[src/rtl/plp_pkg.sv]
`default_nettype none

package plp_pkg;

    // Storage size and the derived widths.
    localparam int CAPACITY = 128;
    localparam int ADDR_W   = (CAPACITY > 1) ? $clog2(CAPACITY) : 1;
    localparam int CNT_W    = 8;
    localparam int EFF_CAP  = (CAPACITY < 255) ? CAPACITY : 255;
    localparam logic [CNT_W:0] EFF_CAP_V = (CNT_W + 1)'(EFF_CAP);

    typedef enum logic [1:0] {
        OP_INSERT = 2'd0,
        OP_DELETE = 2'd1,
        OP_READ   = 2'd2,
        OP_CLEAR  = 2'd3
    } t_op;

    typedef enum logic [1:0] {
        ST_OK      = 2'd0,
        ST_BAD_POS = 2'd1,
        ST_FULL    = 2'd2
    } t_status;

    typedef enum logic {
        S_IDLE = 1'b0,
        S_MOVE = 1'b1
    } t_state;

    typedef struct packed {
        t_op                op;
        logic [CNT_W-1:0]   position;
        logic signed [31:0] value;
    } t_item;

    typedef struct packed {
        t_status            status;
        logic signed [31:0] data_out;
        logic [CNT_W-1:0]   count;
    } t_result;

    // Converts an 8-bit list index into a memory address of any width.
    function automatic logic [ADDR_W-1:0] to_addr(input logic [CNT_W-1:0] x);
        logic [ADDR_W+CNT_W-1:0] w;
        w = {{ADDR_W{1'b0}}, x};
        return w[ADDR_W-1:0];
    endfunction

endpackage

`default_nettype wire

[src/rtl/plp_ram.sv]
`default_nettype none

module plp_ram #(
    parameter int WIDTH = 32,
    parameter int DEPTH = 128
) (
    input  wire logic                                    i_clk,
    input  wire logic                                    i_we,
    input  wire logic [((DEPTH > 1) ? $clog2(DEPTH) : 1)-1:0] i_waddr,
    input  wire logic [WIDTH-1:0]                        i_wdata,
    input  wire logic [((DEPTH > 1) ? $clog2(DEPTH) : 1)-1:0] i_raddr,
    output logic      [WIDTH-1:0]                        o_rdata
);

    logic [WIDTH-1:0] mem [DEPTH];

    // One write port and one registered read port.
    always_ff @(posedge i_clk) begin
        if (i_we) begin
            mem[i_waddr] <= i_wdata;
        end
        o_rdata <= mem[i_raddr];
    end

endmodule

`default_nettype wire

[src/rtl/positional_list_insert_delete.sv]
// Positional list of up to CAPACITY signed 32-bit words (at most 255), held in one
// single-port-read, single-port-write memory. An item is accepted when start is high
// and busy is low; its one result appears on o_result for exactly one cycle with
// o_valid high and cannot be held off. Clear, rejected requests and inserts at the
// end of the list finish at once: the result shows in the cycle after acceptance.
// Any other item reads m words and writes back the ones it shifts, one read and one
// write per cycle (m = count - position + 1 for insert and delete, m = 1 for read).
// It holds busy while the words move, and its result shows in the cycle in which
// busy falls. The worst case is a delete at position 1 of a full list. Words read
// from entries past the count are never used, so the memory needs no clearing
// after reset.
`default_nettype none

module positional_list_insert_delete (
    input  wire logic            i_clk,
    input  wire logic            i_rst_n,
    input  wire logic            start,
    output logic                 busy,
    input  wire plp_pkg::t_item  i_item,
    output logic                 o_valid,
    output plp_pkg::t_result     o_result
);

    localparam int AW = plp_pkg::ADDR_W;
    localparam int CW = plp_pkg::CNT_W;

    plp_pkg::t_state    r_state, n_state;
    plp_pkg::t_op       r_op, n_op;
    logic [CW-1:0]      r_count, n_count;
    logic [CW-1:0]      r_left, n_left;
    logic [AW-1:0]      r_raddr, n_raddr;
    logic [AW-1:0]      r_waddr, n_waddr;
    logic [AW-1:0]      r_pos, n_pos;
    logic               r_pend, n_pend;
    logic               r_first, n_first;
    logic signed [31:0] r_value, n_value;
    logic signed [31:0] r_data, n_data;
    logic               r_valid, n_valid;
    plp_pkg::t_result   r_result, n_result;

    logic               ram_we;
    logic [AW-1:0]      ram_waddr;
    logic [31:0]        ram_wdata;
    logic [31:0]        ram_rdata;

    logic               accept;
    logic [CW-1:0]      idx;
    logic               ins_bad;
    logic               acc_bad;

    plp_ram #(
        .WIDTH (32),
        .DEPTH (plp_pkg::CAPACITY)
    ) u_ram (
        .i_clk   (i_clk),
        .i_we    (ram_we),
        .i_waddr (ram_waddr),
        .i_wdata (ram_wdata),
        .i_raddr (r_raddr),
        .o_rdata (ram_rdata)
    );

    assign busy     = (r_state != plp_pkg::S_IDLE);
    assign accept   = start && !busy;
    assign o_valid  = r_valid;
    assign o_result = r_result;

    // Position checks on the incoming beat.
    assign idx     = i_item.position - CW'(1);
    assign ins_bad = (i_item.position == '0) ||
                     ({1'b0, i_item.position} > ({1'b0, r_count} + (CW + 1)'(1)));
    assign acc_bad = (i_item.position == '0) || (i_item.position > r_count);

    // State and result registers.
    always_ff @(posedge i_clk) begin
        if (!i_rst_n) begin
            r_state <= plp_pkg::S_IDLE;
            r_count <= '0;
            r_valid <= 1'b0;
            r_pend  <= 1'b0;
            r_left  <= '0;
            r_first <= 1'b0;
            r_op    <= plp_pkg::OP_INSERT;
        end else begin
            r_state <= n_state;
            r_count <= n_count;
            r_valid <= n_valid;
            r_pend  <= n_pend;
            r_left  <= n_left;
            r_first <= n_first;
            r_op    <= n_op;
        end
    end

    // Payload registers.
    always_ff @(posedge i_clk) begin
        r_raddr  <= n_raddr;
        r_waddr  <= n_waddr;
        r_pos    <= n_pos;
        r_value  <= n_value;
        r_data   <= n_data;
        r_result <= n_result;
    end

    // Next state, memory control and result.
    // Reads and writes of a shift always touch addresses two apart, so the
    // registered read needs no forwarding.
    always_comb begin
        n_state  = r_state;
        n_op     = r_op;
        n_count  = r_count;
        n_left   = r_left;
        n_raddr  = r_raddr;
        n_waddr  = r_waddr;
        n_pos    = r_pos;
        n_pend   = 1'b0;
        n_first  = r_first;
        n_value  = r_value;
        n_data   = r_data;
        n_valid  = 1'b0;
        n_result = r_result;
        ram_we    = 1'b0;
        ram_waddr = r_waddr;
        ram_wdata = r_value;

        case (r_state)
            plp_pkg::S_IDLE: begin
                if (accept) begin
                    n_op              = i_item.op;
                    n_result.status   = plp_pkg::ST_OK;
                    n_result.data_out = '0;
                    n_result.count    = r_count;
                    n_pos             = plp_pkg::to_addr(idx);
                    n_value           = i_item.value;
                    case (i_item.op)
                        plp_pkg::OP_INSERT: begin
                            if (ins_bad) begin
                                n_result.status = plp_pkg::ST_BAD_POS;
                                n_valid         = 1'b1;
                            end else if ({1'b0, r_count} >= plp_pkg::EFF_CAP_V) begin
                                n_result.status = plp_pkg::ST_FULL;
                                n_valid         = 1'b1;
                            end else if (idx == r_count) begin
                                // Append: nothing moves, write the word now.
                                ram_we          = 1'b1;
                                ram_waddr       = plp_pkg::to_addr(idx);
                                ram_wdata       = i_item.value;
                                n_count         = r_count + CW'(1);
                                n_result.count  = n_count;
                                n_valid         = 1'b1;
                            end else begin
                                n_state = plp_pkg::S_MOVE;
                                n_raddr = plp_pkg::to_addr(r_count - CW'(1));
                                n_waddr = plp_pkg::to_addr(r_count);
                                n_left  = r_count - idx;
                                n_first = 1'b0;
                            end
                        end
                        plp_pkg::OP_DELETE, plp_pkg::OP_READ: begin
                            if (acc_bad) begin
                                n_result.status = plp_pkg::ST_BAD_POS;
                                n_valid         = 1'b1;
                            end else begin
                                n_state = plp_pkg::S_MOVE;
                                n_raddr = plp_pkg::to_addr(idx);
                                n_waddr = plp_pkg::to_addr(idx);
                                n_left  = (i_item.op == plp_pkg::OP_DELETE) ?
                                          (r_count - idx) : CW'(1);
                                n_first = 1'b1;
                            end
                        end
                        plp_pkg::OP_CLEAR: begin
                            n_count        = '0;
                            n_result.count = '0;
                            n_valid        = 1'b1;
                        end
                        default: begin
                            n_valid = 1'b1;
                        end
                    endcase
                end
            end

            plp_pkg::S_MOVE: begin
                // Land the word read in the previous cycle.
                if (r_pend) begin
                    if (r_first) begin
                        n_data  = ram_rdata;
                        n_first = 1'b0;
                    end else begin
                        ram_we    = 1'b1;
                        ram_waddr = r_waddr;
                        ram_wdata = ram_rdata;
                        n_waddr   = (r_op == plp_pkg::OP_INSERT) ?
                                    (r_waddr - AW'(1)) : (r_waddr + AW'(1));
                    end
                end

                // Issue the next read.
                if (r_left != '0) begin
                    n_raddr = (r_op == plp_pkg::OP_INSERT) ?
                              (r_raddr - AW'(1)) : (r_raddr + AW'(1));
                    n_left  = r_left - CW'(1);
                    n_pend  = 1'b1;
                end

                // All words moved: finish the item.
                if ((r_left == '0) && !r_pend) begin
                    n_state           = plp_pkg::S_IDLE;
                    n_valid           = 1'b1;
                    n_result.status   = plp_pkg::ST_OK;
                    n_result.data_out = (r_op == plp_pkg::OP_INSERT) ? 32'sd0 : r_data;
                    case (r_op)
                        plp_pkg::OP_INSERT: begin
                            ram_we    = 1'b1;
                            ram_waddr = r_pos;
                            ram_wdata = r_value;
                            n_count   = r_count + CW'(1);
                        end
                        plp_pkg::OP_DELETE: begin
                            n_count = r_count - CW'(1);
                        end
                        default: begin
                            n_count = r_count;
                        end
                    endcase
                    n_result.count = n_count;
                end
            end

            default: begin
                n_state = plp_pkg::S_IDLE;
            end
        endcase
    end

endmodule

`default_nettype wire

[config.mk]
export PLATFORM = sky130hd
export DESIGN_NAME = positional_list_insert_delete
export DESIGN_NICKNAME = d
export VERILOG_FILES = /design/src/rtl/plp_pkg.sv /design/src/rtl/plp_ram.sv /design/src/rtl/positional_list_insert_delete.sv
export SDC_FILE = /design/constraint.sdc
export NUM_CORES = 2
export LEC_CHECK = 0
export ABC_AREA = 0
export BUFFER_PORTS_ARGS = -buffer_cell sky130_fd_sc_hd__buf_2
export CAP_MARGIN = 20
export CORE_MARGIN = 4
export CORE_UTILIZATION = 50
export DETAILED_ROUTE_END_ITERATION = 16
export GPL_ROUTABILITY_DRIVEN = 1
export PLACE_DENSITY_LB_ADDON = 0.25
export SLEW_MARGIN = 20
export SYNTH_ARGS = -nofsm -noshare
export SYNTH_HDL_FRONTEND = slang
export SYNTH_SLANG_ARGS = --single-unit
[constraint.sdc]
create_clock -name i_clk -period 7.51 [get_ports i_clk]
set_clock_uncertainty 0.1 [all_clocks]
set_input_delay 0.3755 -clock i_clk [delete_from_list [all_inputs] [get_ports i_clk]]
set_output_delay 0.3755 -clock i_clk [all_outputs]
set_load 0.01 [all_outputs]
# Yosys cells after proc, flatten, opt, wreduce, memory -nomap -nowiden
# Memory sizes are Yosys's and may differ from the RTL's. A register that Yosys moved wholly into a read port is not among the register bits.
# Index checks and enable logic that the tools add are counted.
dict set report totals {
  reg_bits 149
  inputBits 45
  n_memories 1
  output_inout_bits 44
  rom_bits 0
  latch_bits 0
  elab_cells 161
  ram_bits 4096
}
# memory depth word_bits read_ports rd_clocked_by_memory_dff wr line_no
set memory_table {}
lappend memory_table {u_ram.mem 128 32 1 1 1 plp_ram.sv:15} ;# logic [WIDTH-1:0] mem [DEPTH];
dict set report op_classes {
  n_addsub 10
  n_div 0
  n_lt_le_gt_ge 3
  shifts 0
  eq_ne 15
  mul 0
  n_reduce_logical 19
  bitwise 1
  mux 97
}
# operator count
set ops {}
lappend ops {{2-to-1 mux 32 bit} 10}
lappend ops {{2-to-1 mux 7 bit} 21}
lappend ops {{2-to-1 mux 8 bit} 12}
lappend ops {{2-to-1 mux 42 bit} 2}
lappend ops {{case mux 42 bit (2 select lines)} 1}
lappend ops {{case mux 8 bit (2 select lines)} 5}
lappend ops {{case mux 7 bit (2 select lines)} 5}
lappend ops {{case mux 32 bit (2 select lines)} 1}
lappend ops {{2-to-1 mux 1 bit} 30}
lappend ops {{subtractor 8 x 1 -> 8 bit (second input constant)} 3}
lappend ops {{logical NOT 8 bit} 2}
lappend ops {{adder 7 x 1 -> 7 bit (second input constant)} 2}
lappend ops {{AND reduction 7 bit} 2}
lappend ops {{subtractor 7 x 1 -> 7 bit (second input constant)} 2}
lappend ops {{!= test 3 bit (second input constant)} 4}
lappend ops {{case mux 1 bit (2 select lines)} 6}
lappend ops {{adder 8 x 1 -> 9 bit (second input constant)} 1}
lappend ops {{greater-than comparator 8 x 9 -> 1 bit} 1}
lappend ops {{adder 8 x 1 -> 8 bit (second input constant)} 1}
lappend ops {{== test 8 bit} 1}
lappend ops {{>= comparator 8 bit (second input constant)} 1}
lappend ops {{greater-than comparator 8 bit} 1}
lappend ops {{AND reduction 8 bit} 1}
lappend ops {{nonzero test 8 bit} 1}
lappend ops {{other kinds (17)} 29}

# Depth between registers and ports, before layout
dict set report depth {
  word_depth 10
  depth_mapped 17
  mapped_depth_nobuf 14
}

# Cells and area by module
# A second synthesis with hierarchy kept.
dict set report hier_totals {
  cells_unflattened 6731
  hier_area_um2 164425.2
}
# mod area_per_inst_um2 seq_area_each_um2 cells_each instances
set modules_own_cells {}
lappend modules_own_cells {plp_ram 156276.1 123638.6 5990 1}
lappend modules_own_cells {positional_list_insert_delete 8149.1 4254.1 741 1}

# Worst setup path after synthesis
# Ideal clock, no wire load.
dict set report synth_timing {
  path_type {register -> register}
  start {register r_count[2]}
  end {memory u_ram.mem[101][0] (enable)}
  n_path_buf 2
  period_less_slack_ns 5.958
  slack_ns 1.552
  path_stages_with_launch 15
  arrival_time_ns 5.397
  setup_time_ns 0.461
  required_time_ns 6.949
  cell_sequence {dfxtp_1 > buf_1 > nand3_1 > xnor2_1 > ha_1 > a21o_1 > a21oi_1 > o21ai_0 > nor3b_1 > o311a_1 > o32a_1 > o21ai_1 > o21ai_1 > clkbuf_1 > nor3_1}
}
dict set report synth_between {
  elab_chain_len 9
  elab_cells_between_ends 19
  cone_classes {add/sub: 1; order compare: 2; eq/ne: 1; mux: 14; reduce/logical: 1}
}
# item line_no
set synth_rtl {}
lappend synth_rtl {{start, declared} positional_list_insert_delete.sv:29} ;# logic [CW-1:0] r_count, n_count;
lappend synth_rtl {{start signal, assigned} positional_list_insert_delete.sv:86} ;# r_count <= n_count;
lappend synth_rtl {{adder 8 x 1 -> 9 bit / == test 8 bit (equally long branches)} {positional_list_insert_delete.sv:71, positional_list_insert_delete.sv:143}}
lappend synth_rtl {{greater-than comparator 8 x 9 -> 1 bit / 2-to-1 mux 1 bit (equally long branches)} {positional_list_insert_delete.sv:71, positional_list_insert_delete.sv:143}}
lappend synth_rtl {{logical OR 1 bit / 2-to-1 mux 1 bit (equally long branches)} {positional_list_insert_delete.sv:70, positional_list_insert_delete.sv:140}}
lappend synth_rtl {{2-to-1 mux 1 bit} positional_list_insert_delete.sv:137} ;# if (ins_bad) begin
lappend synth_rtl {{2-to-1 mux 1 bit} positional_list_insert_delete.sv:135} ;# case (i_item.op)
lappend synth_rtl {{2-to-1 mux 1 bit} positional_list_insert_delete.sv:128} ;# if (accept) begin
lappend synth_rtl {{case mux 1 bit (2 select lines)} positional_list_insert_delete.sv:126} ;# case (r_state)
lappend synth_rtl {{2-to-1 mux 1 bit} plp_ram.sv:19} ;# if (i_we) begin
lappend synth_rtl {{2-to-1 mux 1 bit (implied by the code)} plp_ram.sv:20} ;# mem[i_waddr] <= i_wdata;
lappend synth_rtl {{end, declared} plp_ram.sv:15}
# Parallel ways exist; a longest one is shown, timed or not.

# Worst setup path after layout
dict set report layout_timing {
  start {register r_count[2]}
  end {memory u_ram.mem[115][16] (enable)}
}
# The elaborated chain is that of the path after synthesis.

==> metrics.cfg <==
[cells_and_area]
drive_gt1_share_pct = 33.3
area_delta_synth_final_pct = 13.8
fin_nets = 7401
stdcell_count = 12100
finalInstanceArea_um2 = 188000

[floorplanning]
start_util_pct = 50.3
die_w_um = 583
coreArea_um2 = 328000
die_area_um2 = 339000
ios = 89
row_count = 210
die_h_um = 583

[worst_setup_path]
reg2reg_setup_slack_ns = 0.93
critPathKind = register to register
endpoint_kind = register
cpMaxStageDelayCell = o311ai_2
critPathMaxStageDelay_ns = 0.94
path_cells = and3_1 > nand3_1 > nor3_1 > xnor2_1 > ha_1 > o311ai_2 > and4_4 > mux2i_1 > nand3_1 > nor3_2 > buf_4
cp_data_required_time_ns = 7.98
r2r-start = r_count[2]
critPathMostFrequentCell = nand3_1
r2r_end = u_ram.mem[115][16]
reg2reg_depth = 11
critPathArrivalTime_ns = 7.04
worstPathMaxFanout = 32
cp-start-kind = register

[drt]
antenna_left = 0
firstDrtPassIters = 6
via_count = 78700
via_per_inst = 6.52
wl_um = 431000
post_drt_wl_per_cell_um = 35.7
drcViolationCount = 0
drt_iter0_drc = 11700

[logic_synthesis]
synth_cell_types = 82
ys_seq_area_share_pct = 77.5
yosysTopAreaCellShare_pct = 76.8
syn_area_um2 = 165000
ys_ff_latch = 4277
synth_warnings = 0
synth_largest_area_cell = edfxtp_1
synth_area_leaders = edfxtp_1 77%, mux4_2 18%, dfxtp_1 0.65%
postSynth.asyncResetShare_pct = 0
synth_edf_count = 4223
synth_flop_cell = edfxtp_1
syn_nets = 6937
netlist_instances = 6849
syn_avg_cell_area_um2 = 24.1

[sta]
worst_slew_pin_slew_ns = 1.18
setup_violations = 0
fin_crit_ns = 6.58
rsz0062_at_grt = false
finalHoldViolations = 0
fmax_ghz = 0.152
slew_viol_final = 0
fin_setup_tns_ns = 0
fin_crit_sh_pct = 87.6
relSlewSlack_pct = 21.2

[clocking]
cts_setup_buffers = 0
clockRootBuffer = clkbuf_16
path_clk_slew_ns = 0.06
cts_tree = done
clk-insertion-delay-late_ns = 0.98
clockBufferDepth = 4
cts-buffers-inserted = 427
cts.sinks = 4277
htree_num_levels = 5

[min_path]
hold_path.startpoint = i_item[14]
whs_path_depth = 2
hold_path_end = r_value[14]
hp-class = primary input to register

[global_routing]
grt_max_degree = 129
antenna_found_initial = 76
grt_first_pass_wirelength_um = 605000
track_usage_pct = 25.3
gr-total-overflow = 0
grt_pass1_vias = 76900

[power]
p_per_area_nw_per_um2 = 290
irDropWorstVdd_uv = 239
p_leak_nw = 58.9

[placed_design]
numPlacedInstances = 11200
dpl_cell_area_um2 = 173000
gp_congestion = 0.876
port_buffers = 88
hpwl_um = 256000

[run]
maxCapViolCount = 0

[outcome]
status = finished, final reports clean

## per-stage QoR
stage               utilization (%)  total power [W]  setup WS [ns]  hold slack (ns)
floorplan                         -           0.0311           1.55            0.308
global placement               52.9           0.0338           1.43            0.320
detailed placement             52.9           0.0339           1.32            0.317
CTS                            57.3           0.0548           1.31           0.0512
global route                   57.3           0.0561          0.838           0.0745
finish                         57.3           0.0545          0.933            0.114
## layout by cell type (no fill, tap or decap), drive strengths merged, types with 54 or more instances in the layout
cell type / instances
mux4: 1344
buf: 370
diode: 54
nor3: 137
edfxtp: 4223
a21oi: 70
clkinv: 217
dfxtp: 54
nand2: 120
clkbuf: 508
## layout make-up
cell class	count	area (µm²)
Antenna cell	54	135
Clock buffer	508	11100
Clock inverter	283	2840
Fill cell	23200	140000
Inverter	40	155
Multi-Input combinational cell	2151	36600
Sequential cell	4277	128000
Tap cell	4346	5440
Timing Repair Buffer	416	3770
## logic make-up after synthesis
logic type,count (synthesis),share of synthesized area [%]
adder cells (fa/ha/maj),44,0.346
flip-flops,4277,77.5
AND/OR/NAND/NOR,433,1.31
multiplexers,1390,18.6
XOR/XNOR,45,0.239
buffers and inverters,421,0.985
AO/OA/AOI/OAI,239,0.996
## critical path: cells and delay by family, from the launching register on
family                     cells  cell delay, ns
and+or+nand+nor                6            2.58
buffers and inverters          1            0.51
muxes                          1            0.94
xor gates and xnor gates       1            0.13
DFF                            1            0.68
adders and majority gates      1            0.23
AOI/OAI and AO/OA              1            0.94
## report_power, final
part	total (W)	switching [W]	internal [W]
logic	0.00617	0.00399	0.00218
clock network	0.0210	0.00906	0.0120
registers	0.0273	0.000200	0.0271
total	0.0545	0.0133	0.0413
## worst max-delay path by stage
stage | cells after the start | slack [ns] | endpoint | from
after CTS | 11 | 1.31 | u_ram.mem[115][16] | r_count[2]
final | 11 | 0.93 | u_ram.mem[115][16] | r_count[2]
after global placement | 15 | 1.43 | u_ram.mem[52][10] | r_count[2]
after global routing | 11 | 0.84 | u_ram.mem[53][30] | r_count[2]
after detailed placement | 11 | 1.32 | u_ram.mem[115][25] | r_count[2]
after floorplan | 14 | 1.55 | u_ram.mem[101][0] | r_count[2]
## registers in the layout, indices dropped and copies added (netlist names)
register and count:
r_waddr 7, o_valid 1, busy 1, r_raddr 7
o_result 42, r_left 8, r_pos 7, r_op 2
u_ram.mem 4096, r_pend 1, r_data 32, r_count 8
u_ram.o_rdata 32, r_first 1, r_value 32
## routing by layer
layer  vias up  track usage [%]  routed length [µm]
met5         -                0                 146
met4        20             9.93               18000
met3       695             4.88               43000
met2      4434             38.2              202000
met1     42800             37.0              168000
li1      30700                -                   -
## cells in the mapped netlist (7+ instances only)
master	n
clkbuf_1	250
nand4_1	7
edfxtp_1	4223
nand3_1	32
nand2_1	120
a31oi_1	7
and3_1	38
xnor2_1	32
nand2b_1	11
a221o_1	33
buf_2	8
nor2_1	46
mux2i_1	11
or3_1	8
inv_1	34
mux2_2	33
buf_1	118
mux4_2	1344
xor2_1	13
dfxtp_1	54
o21ai_0	46
a21oi_1	70
a21o_1	25
nor3_1	134
ha_1	40
## timing repair
action,in CTS,in global routing
endpoints found under the hold margin,66,0
hold buffers,46,0
resized for setup,0,0
No activity file was read; power rests on OpenSTA's default activity.
